$ cat config.mk
export PLATFORM = sky130hd
export DESIGN_NAME = one_wire_bus_master
export DESIGN_NICKNAME = d
export VERILOG_FILES = /design/src/rtl/core/owbm_pkg.sv /design/src/rtl/core/one_wire_bus_master.sv
export SDC_FILE = /design/constraint.sdc
export NUM_CORES = 1
export LEC_CHECK = 0
export BUFFER_PORTS_ARGS = -buffer_cell sky130_fd_sc_hd__buf_4
export CAP_MARGIN = 20
export CORE_ASPECT_RATIO = 1.75
export CORE_MARGIN = 10
export CORE_UTILIZATION = 37
export CTS_BUF_LIST = sky130_fd_sc_hd__clkbuf_16
export CTS_CLUSTER_DIAMETER = 40
export DETAILED_ROUTE_END_ITERATION = 8
export GPL_TIMING_DRIVEN = 0
export PLACE_DENSITY = 0.63
export SYNTH_ARGS = -nofsm -noshare
export SYNTH_HDL_FRONTEND = slang
export SYNTH_SLANG_ARGS = --single-unit
$ cat constraint.sdc
create_clock -name clk -period 4.7 [get_ports clk]
set_input_delay 0.47 -clock clk [delete_from_list [all_inputs] [get_ports clk]]
set_output_delay 0.47 -clock clk [all_outputs]
set_load 0.02 [all_outputs]
$ cat src/rtl/core/owbm_pkg.sv
// Package for the 1-Wire bus master: command kinds, sequencer phases,
// configuration register indexes and the result record.
// No dependencies; imported by one_wire_bus_master, owbm_checker and the test.
package owbm_pkg;

  typedef enum logic [2:0] {
    KIND_TICK     = 3'd0,
    KIND_RESET    = 3'd1,
    KIND_WR_BIT   = 3'd2,
    KIND_WR_BYTE  = 3'd3,
    KIND_RD_BIT   = 3'd4,
    KIND_RD_BYTE  = 3'd5,
    KIND_RSVD6    = 3'd6,
    KIND_RSVD7    = 3'd7
  } kind_t;

  typedef enum logic [3:0] {
    PH_IDLE     = 4'd0,
    PH_RST_LOW  = 4'd1,
    PH_RST_WAIT = 4'd2,
    PH_RST_REC  = 4'd3,
    PH_SLOT_LOW = 4'd4,
    PH_SAMPLE   = 4'd5,
    PH_REST     = 4'd6,
    PH_GAP      = 4'd7
  } phase_t;

  localparam int unsigned CFG_NUM   = 7;
  localparam int unsigned CFG_WIDTH = 16;
  localparam int unsigned IDX_WIDTH = 3;

  localparam logic [IDX_WIDTH-1:0] REG_RESET_LOW    = 3'd0;
  localparam logic [IDX_WIDTH-1:0] REG_PRES_WAIT    = 3'd1;
  localparam logic [IDX_WIDTH-1:0] REG_RESET_REC    = 3'd2;
  localparam logic [IDX_WIDTH-1:0] REG_SHORT_LOW    = 3'd3;
  localparam logic [IDX_WIDTH-1:0] REG_READ_SAMPLE  = 3'd4;
  localparam logic [IDX_WIDTH-1:0] REG_SLOT_REST    = 3'd5;
  localparam logic [IDX_WIDTH-1:0] REG_RECOVERY     = 3'd6;

  localparam logic [CFG_WIDTH-1:0] CFG_RESET [CFG_NUM] = '{
    16'd496, 16'd65, 16'd424, 16'd2, 16'd15, 16'd105, 16'd2
  };

  // Result record, drive_low in the lowest bit.
  typedef struct packed {
    logic       command_rejected;
    logic [7:0] read_data;
    logic       presence;
    logic       done;
    logic       busy;
    logic       drive_low;
  } result_t;

  localparam int unsigned RES_WIDTH   = $bits(result_t);
  localparam int unsigned OUT_TDATA_W = 16;
  localparam int unsigned IN_TDATA_W  = 16;
  localparam int unsigned IN_TUSER_W  = 3;

endpackage

$ cat src/rtl/core/one_wire_bus_master.sv
// Tick-driven 1-Wire bus master: reset/presence, bit and byte read/write.
// Depends on owbm_pkg for kinds, phases, register indexes and result_t.
//
//  channel   | signals                         | carries
//  ----------+---------------------------------+-----------------------------------
//  s_axis    | tvalid tready tdata tuser       | one bus tick: level, command, byte
//  m_axis    | tvalid tready tdata             | one result per tick
//  cfg       | valid ready index data          | timing register writes
//
// Every request is one tick; its result is registered into the output
// stage. The sequencer state is updated only on an accepted request.
// Output is a two-entry stage: requests keep flowing until both entries
// are full. cfg_ready is always high. Reset returns all counts to defaults.
module one_wire_bus_master #(
  parameter int unsigned COUNT_BITS = 16
) (
  input  logic                           clk,
  input  logic                           rst,
  input  logic                           s_axis_tvalid,
  output logic                           s_axis_tready,
  // [7:0] data_byte, [8] bus_level, [15:9] zero
  input  logic [owbm_pkg::IN_TDATA_W-1:0]  s_axis_tdata,
  // [2:0] kind
  input  logic [owbm_pkg::IN_TUSER_W-1:0]  s_axis_tuser,
  output logic                           m_axis_tvalid,
  input  logic                           m_axis_tready,
  // [0] drive_low, [1] busy_res, [2] done_res, [3] presence,
  // [11:4] read_data, [12] command_rejected, [15:13] zero
  output logic [owbm_pkg::OUT_TDATA_W-1:0] m_axis_tdata,
  input  logic                           cfg_valid,
  output logic                           cfg_ready,
  input  logic [owbm_pkg::IDX_WIDTH-1:0]   cfg_index,
  input  logic [owbm_pkg::CFG_WIDTH-1:0]   cfg_data
);
  import owbm_pkg::*;

  localparam int unsigned CW = (COUNT_BITS > CFG_WIDTH) ? COUNT_BITS : CFG_WIDTH;
  localparam logic [CW-1:0] CNT_MAX = CW'({COUNT_BITS{1'b1}});

  logic [CFG_WIDTH-1:0]  cfg_reg [CFG_NUM];

  phase_t                phase, phase_next;
  logic [COUNT_BITS-1:0] tick_count, tick_count_next, cnt_dec;
  logic [2:0]            bit_index, bit_index_next;
  logic [7:0]            shift_data, shift_data_next;
  kind_t                 active_command, active_command_next;
  logic                  presence_flag, presence_flag_next;
  logic [7:0]            last_read, last_read_next;

  kind_t                 kind;
  logic [7:0]            data_byte;
  logic                  bus_level;
  logic                  cmd, is_read, is_byte, is_read_next;
  result_t               res;

  logic                  push, pop;
  logic                  skid_valid;
  result_t               out_res, skid_res;

  // Clamp a register value to a legal phase count: zero counts as one tick.
  function automatic logic [COUNT_BITS-1:0] load_count(input logic [CFG_WIDTH-1:0] v);
    logic [CW-1:0] ext;
    ext = CW'(v);
    if (ext == '0) ext = CW'(1);
    if (ext > CNT_MAX) ext = CNT_MAX;
    return ext[COUNT_BITS-1:0];
  endfunction

  assign kind      = kind_t'(s_axis_tuser[2:0]);
  assign data_byte = s_axis_tdata[7:0];
  assign bus_level = s_axis_tdata[8];

  assign push = s_axis_tvalid && s_axis_tready;
  assign pop  = m_axis_tvalid && m_axis_tready;
  assign s_axis_tready = !skid_valid;
  assign cfg_ready = 1'b1;

  assign cmd = (kind == KIND_RESET) || (kind == KIND_WR_BIT) || (kind == KIND_WR_BYTE) ||
               (kind == KIND_RD_BIT) || (kind == KIND_RD_BYTE);
  assign is_read = (active_command == KIND_RD_BIT) || (active_command == KIND_RD_BYTE);
  assign is_byte = (active_command == KIND_WR_BYTE) || (active_command == KIND_RD_BYTE);
  assign is_read_next = (active_command_next == KIND_RD_BIT) ||
                        (active_command_next == KIND_RD_BYTE);
  assign cnt_dec = tick_count - COUNT_BITS'(1);

  always_comb begin
    phase_next          = phase;
    tick_count_next     = tick_count;
    bit_index_next      = bit_index;
    shift_data_next     = shift_data;
    active_command_next = active_command;
    presence_flag_next  = presence_flag;
    last_read_next      = last_read;
    res                 = '0;

    if (phase == PH_IDLE) begin
      if (cmd) begin
        active_command_next = kind;
        bit_index_next      = '0;
        if (kind == KIND_RESET) begin
          phase_next      = PH_RST_LOW;
          tick_count_next = load_count(cfg_reg[REG_RESET_LOW]);
        end else begin
          if (kind == KIND_WR_BIT) shift_data_next = {7'b0, data_byte[0]};
          else if (kind == KIND_WR_BYTE) shift_data_next = data_byte;
          else shift_data_next = '0;
          phase_next      = PH_SLOT_LOW;
          tick_count_next = load_count(cfg_reg[REG_SHORT_LOW]);
        end
      end
    end else begin
      res.command_rejected = cmd;
      tick_count_next = cnt_dec;
      if (cnt_dec == '0) begin
        unique case (phase)
          PH_RST_LOW: begin
            phase_next      = PH_RST_WAIT;
            tick_count_next = load_count(cfg_reg[REG_PRES_WAIT]);
          end
          PH_RST_WAIT: begin
            presence_flag_next = !bus_level;
            phase_next         = PH_RST_REC;
            tick_count_next    = load_count(cfg_reg[REG_RESET_REC]);
          end
          PH_RST_REC: begin
            phase_next = PH_IDLE;
            res.done   = 1'b1;
          end
          PH_SLOT_LOW: begin
            if (is_read) begin
              phase_next      = PH_SAMPLE;
              tick_count_next = load_count(cfg_reg[REG_READ_SAMPLE]);
            end else begin
              phase_next      = PH_REST;
              tick_count_next = load_count(cfg_reg[REG_SLOT_REST]);
            end
          end
          PH_SAMPLE: begin
            shift_data_next[bit_index] = shift_data[bit_index] | bus_level;
            phase_next      = PH_REST;
            tick_count_next = load_count(cfg_reg[REG_SLOT_REST]);
          end
          PH_REST: begin
            if (!is_byte || bit_index == 3'd7) begin
              if (is_read) last_read_next = shift_data;
              phase_next      = PH_IDLE;
              tick_count_next = '0;
              res.done        = 1'b1;
            end else if (cfg_reg[REG_RECOVERY] == '0) begin
              // No recovery gap: the next slot opens right away.
              bit_index_next  = bit_index + 3'd1;
              phase_next      = PH_SLOT_LOW;
              tick_count_next = load_count(cfg_reg[REG_SHORT_LOW]);
            end else begin
              phase_next      = PH_GAP;
              tick_count_next = load_count(cfg_reg[REG_RECOVERY]);
            end
          end
          PH_GAP: begin
            bit_index_next  = bit_index + 3'd1;
            phase_next      = PH_SLOT_LOW;
            tick_count_next = load_count(cfg_reg[REG_SHORT_LOW]);
          end
          default: begin
            phase_next      = PH_IDLE;
            tick_count_next = '0;
          end
        endcase
      end
    end

    if (phase_next == PH_RST_LOW || phase_next == PH_SLOT_LOW) res.drive_low = 1'b1;
    else if (phase_next == PH_REST && !is_read_next)
      res.drive_low = !shift_data_next[bit_index_next];
    res.busy      = (phase_next != PH_IDLE);
    res.presence  = presence_flag_next;
    res.read_data = last_read_next;
  end

  always_ff @(posedge clk) begin
    if (rst) begin
      phase          <= PH_IDLE;
      tick_count     <= '0;
      bit_index      <= '0;
      shift_data     <= '0;
      active_command <= KIND_TICK;
      presence_flag  <= 1'b0;
      last_read      <= '0;
    end else if (push) begin
      phase          <= phase_next;
      tick_count     <= tick_count_next;
      bit_index      <= bit_index_next;
      shift_data     <= shift_data_next;
      active_command <= active_command_next;
      presence_flag  <= presence_flag_next;
      last_read      <= last_read_next;
    end
  end

  always_ff @(posedge clk) begin
    if (rst) begin
      for (int i = 0; i < CFG_NUM; i++) cfg_reg[i] <= CFG_RESET[i];
    end else if (cfg_valid && cfg_ready && (32'(cfg_index) < CFG_NUM)) begin
      cfg_reg[cfg_index] <= cfg_data;
    end
  end

  // Two-entry output stage: the skid entry holds a result while the
  // output entry waits on the consumer.
  always_ff @(posedge clk) begin
    if (rst) begin
      m_axis_tvalid <= 1'b0;
      skid_valid    <= 1'b0;
    end else if (skid_valid) begin
      if (pop) begin
        skid_valid <= 1'b0;
      end
    end else if (push) begin
      if (!m_axis_tvalid || pop) begin
        m_axis_tvalid <= 1'b1;
      end else begin
        skid_valid <= 1'b1;
      end
    end else if (pop) begin
      m_axis_tvalid <= 1'b0;
    end
  end

  always_ff @(posedge clk) begin
    if (skid_valid) begin
      if (pop) out_res <= skid_res;
    end else if (push) begin
      if (!m_axis_tvalid || pop) out_res <= res;
      else skid_res <= res;
    end
  end

  assign m_axis_tdata = OUT_TDATA_W'(out_res);

  a_idle_count_zero: assert property (@(posedge clk) disable iff (rst)
    (phase == PH_IDLE) |-> (tick_count == '0))
    else $error("idle sequencer holds a nonzero tick count");

  a_done_not_busy: assert property (@(posedge clk) disable iff (rst)
    push |-> !(res.done && res.busy))
    else $error("result reports done while still busy");

  a_no_reject_idle: assert property (@(posedge clk) disable iff (rst)
    (push && phase == PH_IDLE) |-> !res.command_rejected)
    else $error("command rejected while idle");

  a_skid_needs_out: assert property (@(posedge clk) disable iff (rst)
    skid_valid |-> m_axis_tvalid)
    else $error("skid entry full while output entry empty");

endmodule

# Yosys cells after proc, flatten, opt, wreduce, memory -nomap -nowiden
# Memory sizes are Yosys's and may differ from the RTL's.
# Index checks and enable logic that the tools add are counted.
[totals]
register_bits = 71
mem_count = 1
in_bits = 43
mem_bits_rw = 112
[op_classes]
order_cmp = 14
n_addsub = 2
n_mux = 124
reduce_logical = 39
bitwise_logic = 3
eq_ne = 24
[mem_list]
columns = ["name", "words", "word_bits", "rd", "rd_ports_with_merged_regs", "write_ports", "line", "source"]
rows = [
  ["cfg_reg", 7, 16, 7, 0, 7, "one_wire_bus_master.sv:40", "logic [CFG_WIDTH-1:0] cfg_reg [CFG_NUM];"],
]
[op_table]
columns = ["cell", "n"]
rows = [
  ["16-bit 2-to-1 mux", 60],
  ["16-bit greater-than comparator (second input constant)", 10],
  ["16-bit zero test", 8],
  ["16-bit one-hot mux with 7 select lines", 1],
  ["8-bit 2-to-1 mux", 12],
  ["13-bit 2-to-1 mux", 4],
  ["3-bit 2-to-1 mux", 10],
  ["1-bit 2-to-1 mux", 25],
  ["4-bit by 3-bit == test with 1-bit output (second input constant)", 6],
  ["3-bit == test (second input constant)", 7],
  ["3-bit one-hot mux with 6 select lines", 1],
  ["16-bit OR reduction", 1],
  ["16-bit by 1-bit subtractor with 16-bit output (second input constant)", 1],
  ["4-bit 2-to-1 mux", 3],
  ["1-bit logical OR", 10],
  ["3-bit by 2-bit == test with 1-bit output (second input constant)", 3],
  ["3-bit AND reduction", 3],
  ["8-bit bitwise mux", 1],
  ["4-bit by 1-bit == test with 1-bit output (second input constant)", 2],
  ["4-bit by 2-bit == test with 1-bit output (second input constant)", 2],
  ["3-bit by 4-bit < comparator with 1-bit output (second input constant)", 2],
  ["1-bit binary-select mux with 3-bit select", 2],
  ["1-bit zero test", 6],
  ["3-bit one-hot mux with 2 select lines", 1],
  ["16 further kinds", 25],
]

# Longest topological paths before layout
[logic_depth]
ltp_word = 16
mapped_depth = 16
mapped_depth_nobuf = 13

# Least setup slack after synthesis
# No wires, ideal clock.
[synth_path]
path_kind = "reg-to-reg"
startpoint = "reg tick_count[0]"
endpoint = "reg skid_res[0] in the netlist's numbering, data pin"
path_stages_with_launch = 15
setup_ps = 265
synth_period_minus_slack_ps = 3366
required_ps = 4435
n_path_buf = 2
arrival_time_ps = 3100
slack_ps = 1334
path_cell_list = "dfxtp_1 buf_2 inv_1 ha_1 buf_4 nor3b_1 nand4_1 xor2_1 nand4_2 nor4b_4 o21ai_2 mux2i_2 o21ai_1 o211a_1 or3_1"
[synth_lines]
columns = ["item", "line", "source"]
rows = [
  ["start, declared", "one_wire_bus_master.sv:43", "logic [COUNT_BITS-1:0] tick_count, tick_count_next, cnt_dec;"],
  ["start signal, assigned", "one_wire_bus_master.sv:191", "tick_count <= tick_count_next;"],
  ["end signal, assigned", "one_wire_bus_master.sv:234", "else skid_res <= res;"],
  ["end, declared", "one_wire_bus_master.sv:58", "result_t out_res, skid_res;"],
]

==> impl_metrics.ini <==
[yosys]
synth-simple-area-share_pct = 22.8
synth_top_family_by_area = simple AND/OR/NAND/NOR gates
synth_cell_types = 75
synth_mux_area_share_pct = 4.60
ys_warn_count = 0
synth_seq_cells = 183
synth_area_per_cell_um2 = 9.51
synthAdderAreaFrac_pct = 0.528
synth_edf_count = 122
yosysTopAreaCellShare_pct = 38.7
synth_xor_area_share_pct = 1.37
yosysSeqAreaShare_pct = 51.6
ys.flop_type = edfxtp_1
syn_area_mm2 = 0.00947
ys_async_sr_fraction_pct = 0
netlist_instances = 996
synth_compound_area_share_pct = 14.8
synthTopCellsByArea = edfxtp_1 (39%), dfxtp_1 (13%), nor2_1 (7.4%)
yosysTopAreaCell = edfxtp_1

[placement]
hpwl_um = 24100
dp.cells = 1366
gp_congestion = 0.945
io_buffers = 48

[timing]
fin_crit_ps = 4340
rsz0062_at_grt = false
finalCritPeriodShare_pct = 92.4
fin_setup_tns_ps = 0
fin_worst_skew_ps = 10.2
setup_viol = 0
hold_viol_final = 0
slew_violations = 0
relSlewSlack_pct = 26.8
fmax_mhz = 230
worst_pin_slew_ps = 1090

[critical_path]
cp-start-kind = flop
r2r-start = cfg_reg[6][7]
reg2reg_depth = 12
criticalPathCategory = flop to flop
path_max_fanout = 10
crit_required_ps = 4900
cp.arrival_ps = 4540
cp-startpoint = cfg_reg[6][7]
rr_endpoint = m_axis_tdata[0]
crit_path_end_kind = flop
reg2reg_slack_ps = 360

[worst_hold_path]
holdPathEnd = skid_valid
min_from = m_axis_tready
hold_class = input pin to flop
holdPathStages = 2

[power_and_ir_drop]
ir_drop_v = 0.000260
power.density_mw_per_mm2 = 379
p_leak_nw = 3.87

[clock_tree]
cts-hold-fix-buffers = 0
h-tree-depth = 4
clk_pin_slew_ps = 70
insertion_delay_ps = 460
cts_max_path_buffers = 2
cts_buffers = 17
cts_root_buf = clkbuf_16
clock_sinks = 183
cts_tree = built

[cells_and_area]
mostFrequentLayoutCells = nor2_1 (187), edfxtp_1 (122), nand2_1 (92)
largest_reg_flops = 112
mostFrequentLayoutCell = nor2_1
diodes = 0
final_nets = 1116
fin_cells = 1398
drive_gt1_share_pct = 12.9
area_growth_pct = 15.2
finalCoreUtilization_pct = 43.2
n_fill_cell = 2532

[detailed_routing]
vias = 8064
drt_iter0_markers = 635
ant_nets = 0
drc = 0
drtPass1Iterations = 5
wl_per_cell_um = 22.2
routed_wl_um = 31000
via_per_inst = 5.77

[die]
fp-row-count = 77
die_area_mm2 = 0.0327
initial_utilization_pct = 37.5
die_h_um = 232
io_pins = 62
core_mm2 = 0.0252
die_x_um = 141

[global_route]
grt_pass1_wl_um = 47100
antenna_found_initial = 0
grt_max_degree = 17
grtUsageTotal_pct = 18.8
gr-total-overflow = 0
grt_pass1_vias = 8230

[run_status]
status = complete, no violations

[job]
drv_cap = 0
## Yosys cell counts (all sizes together), types with 5 or more instances
library cell    n
a221oi          6
o31ai           6
a21oi          57
inv            26
edfxtp        122
buf            17
nor4           31
xor2            7
a31oi          14
a211oi         18
mux2i          18
o21ai          36
nand4          13
nor2          187
and2            7
nor2b           5
or2             7
nor3           33
dfxtp          61
nand2          92
xnor2           7
nand2b         12
or3            13
a222oi         10
nand3b          8
mux2           22
a22oi          15
nand3          23
clkbuf         56
a221o           5
## cells by family after synthesis
| kind of cell | after synthesis |
|---|---|
| adders and majority gates | 4 |
| buffers and inverters | 99 |
| xor gates and xnor gates | 14 |
| muxes | 40 |
| other | 2 |
| and+or+nand+nor | 450 |
| DFF | 183 |
| AOI/OAI and AO/OA | 204 |
## layer usage
layer / routed length, µm / vias to the layer above / GRT usage, %
li1: - / 3794 / -
met1: 10600 / 3859 / 16.9
met2: 16800 / 285 / 35.5
met5: 0 / - / 0
met4: 2460 / 0 / 15.6
met3: 1140 / 126 / 3.13
## worst max-delay path by stage
stage	end	slack, ps	depth (start not counted)
6_report	m_axis_tdata[0]	360	12
2_1_floorplan	skid_res[0]	1330	14
3_3_place_gp	m_axis_tdata[4]	250	12
4_1_cts	m_axis_tdata[4]	230	12
5_1_grt	m_axis_tdata[0]	110	15
3_5_place_dp	m_axis_tdata[6]	250	12
## area by class of cell
class	count	area (µm²)	area share, %
flip-flops and latches	183	4880	44.7
multi-input cells	716	4210	38.5
clock buffers	17	425	3.90
repair buffers	52	397	3.63
well taps	316	395	3.62
plain buffers	73	313	2.87
clock inverters	15	196	1.80
inverters	26	97.6	0.894
## power breakdown
group | total (mW) | leakage [nW] | internal (mW) | switching (mW)
combinational | 0.696 | 1.89 | 0.248 | 0.448
sequential | 1.90 | 1.67 | 1.82 | 0.0748
clock | 1.55 | 0.304 | 0.892 | 0.655
total | 4.14 | 3.87 | 2.96 | 1.18
## stage by stage
step / hold slack [ps] / setup WS [ps] / instance area [µm²] / total power [mW]
final: 231 / 357 / 10900 / 4.14
after global routing: 230 / 109 / 10900 / 4.29
after CTS: 222 / 231 / 10900 / 4.14
after detailed placement: 447 / 251 / 10300 / 2.62
after global placement: 446 / 249 / 10200 / 2.61
after floorplan: 437 / 1330 / 9480 / 2.38
## worst max-delay path, stage by stage, from the launching register on
cell and delay [ps]:
dfxtp_1 340, nor4_1 760, nand4_1 280, o21ai_0 230, and2_1 140, clkbuf_1 520, nor4b_4 530, o21ai_2 110
mux2i_2 360, o21ai_1 120, o21ai_0 180, a211oi_2 140, o32a_1 350
## what timing repair did
item / in CTS / in global routing
setup endpoints to repair: 0 / 10
setup buffers: 0 / 0
resized for setup: 0 / 2
Power figures use the tool's default switching activity.
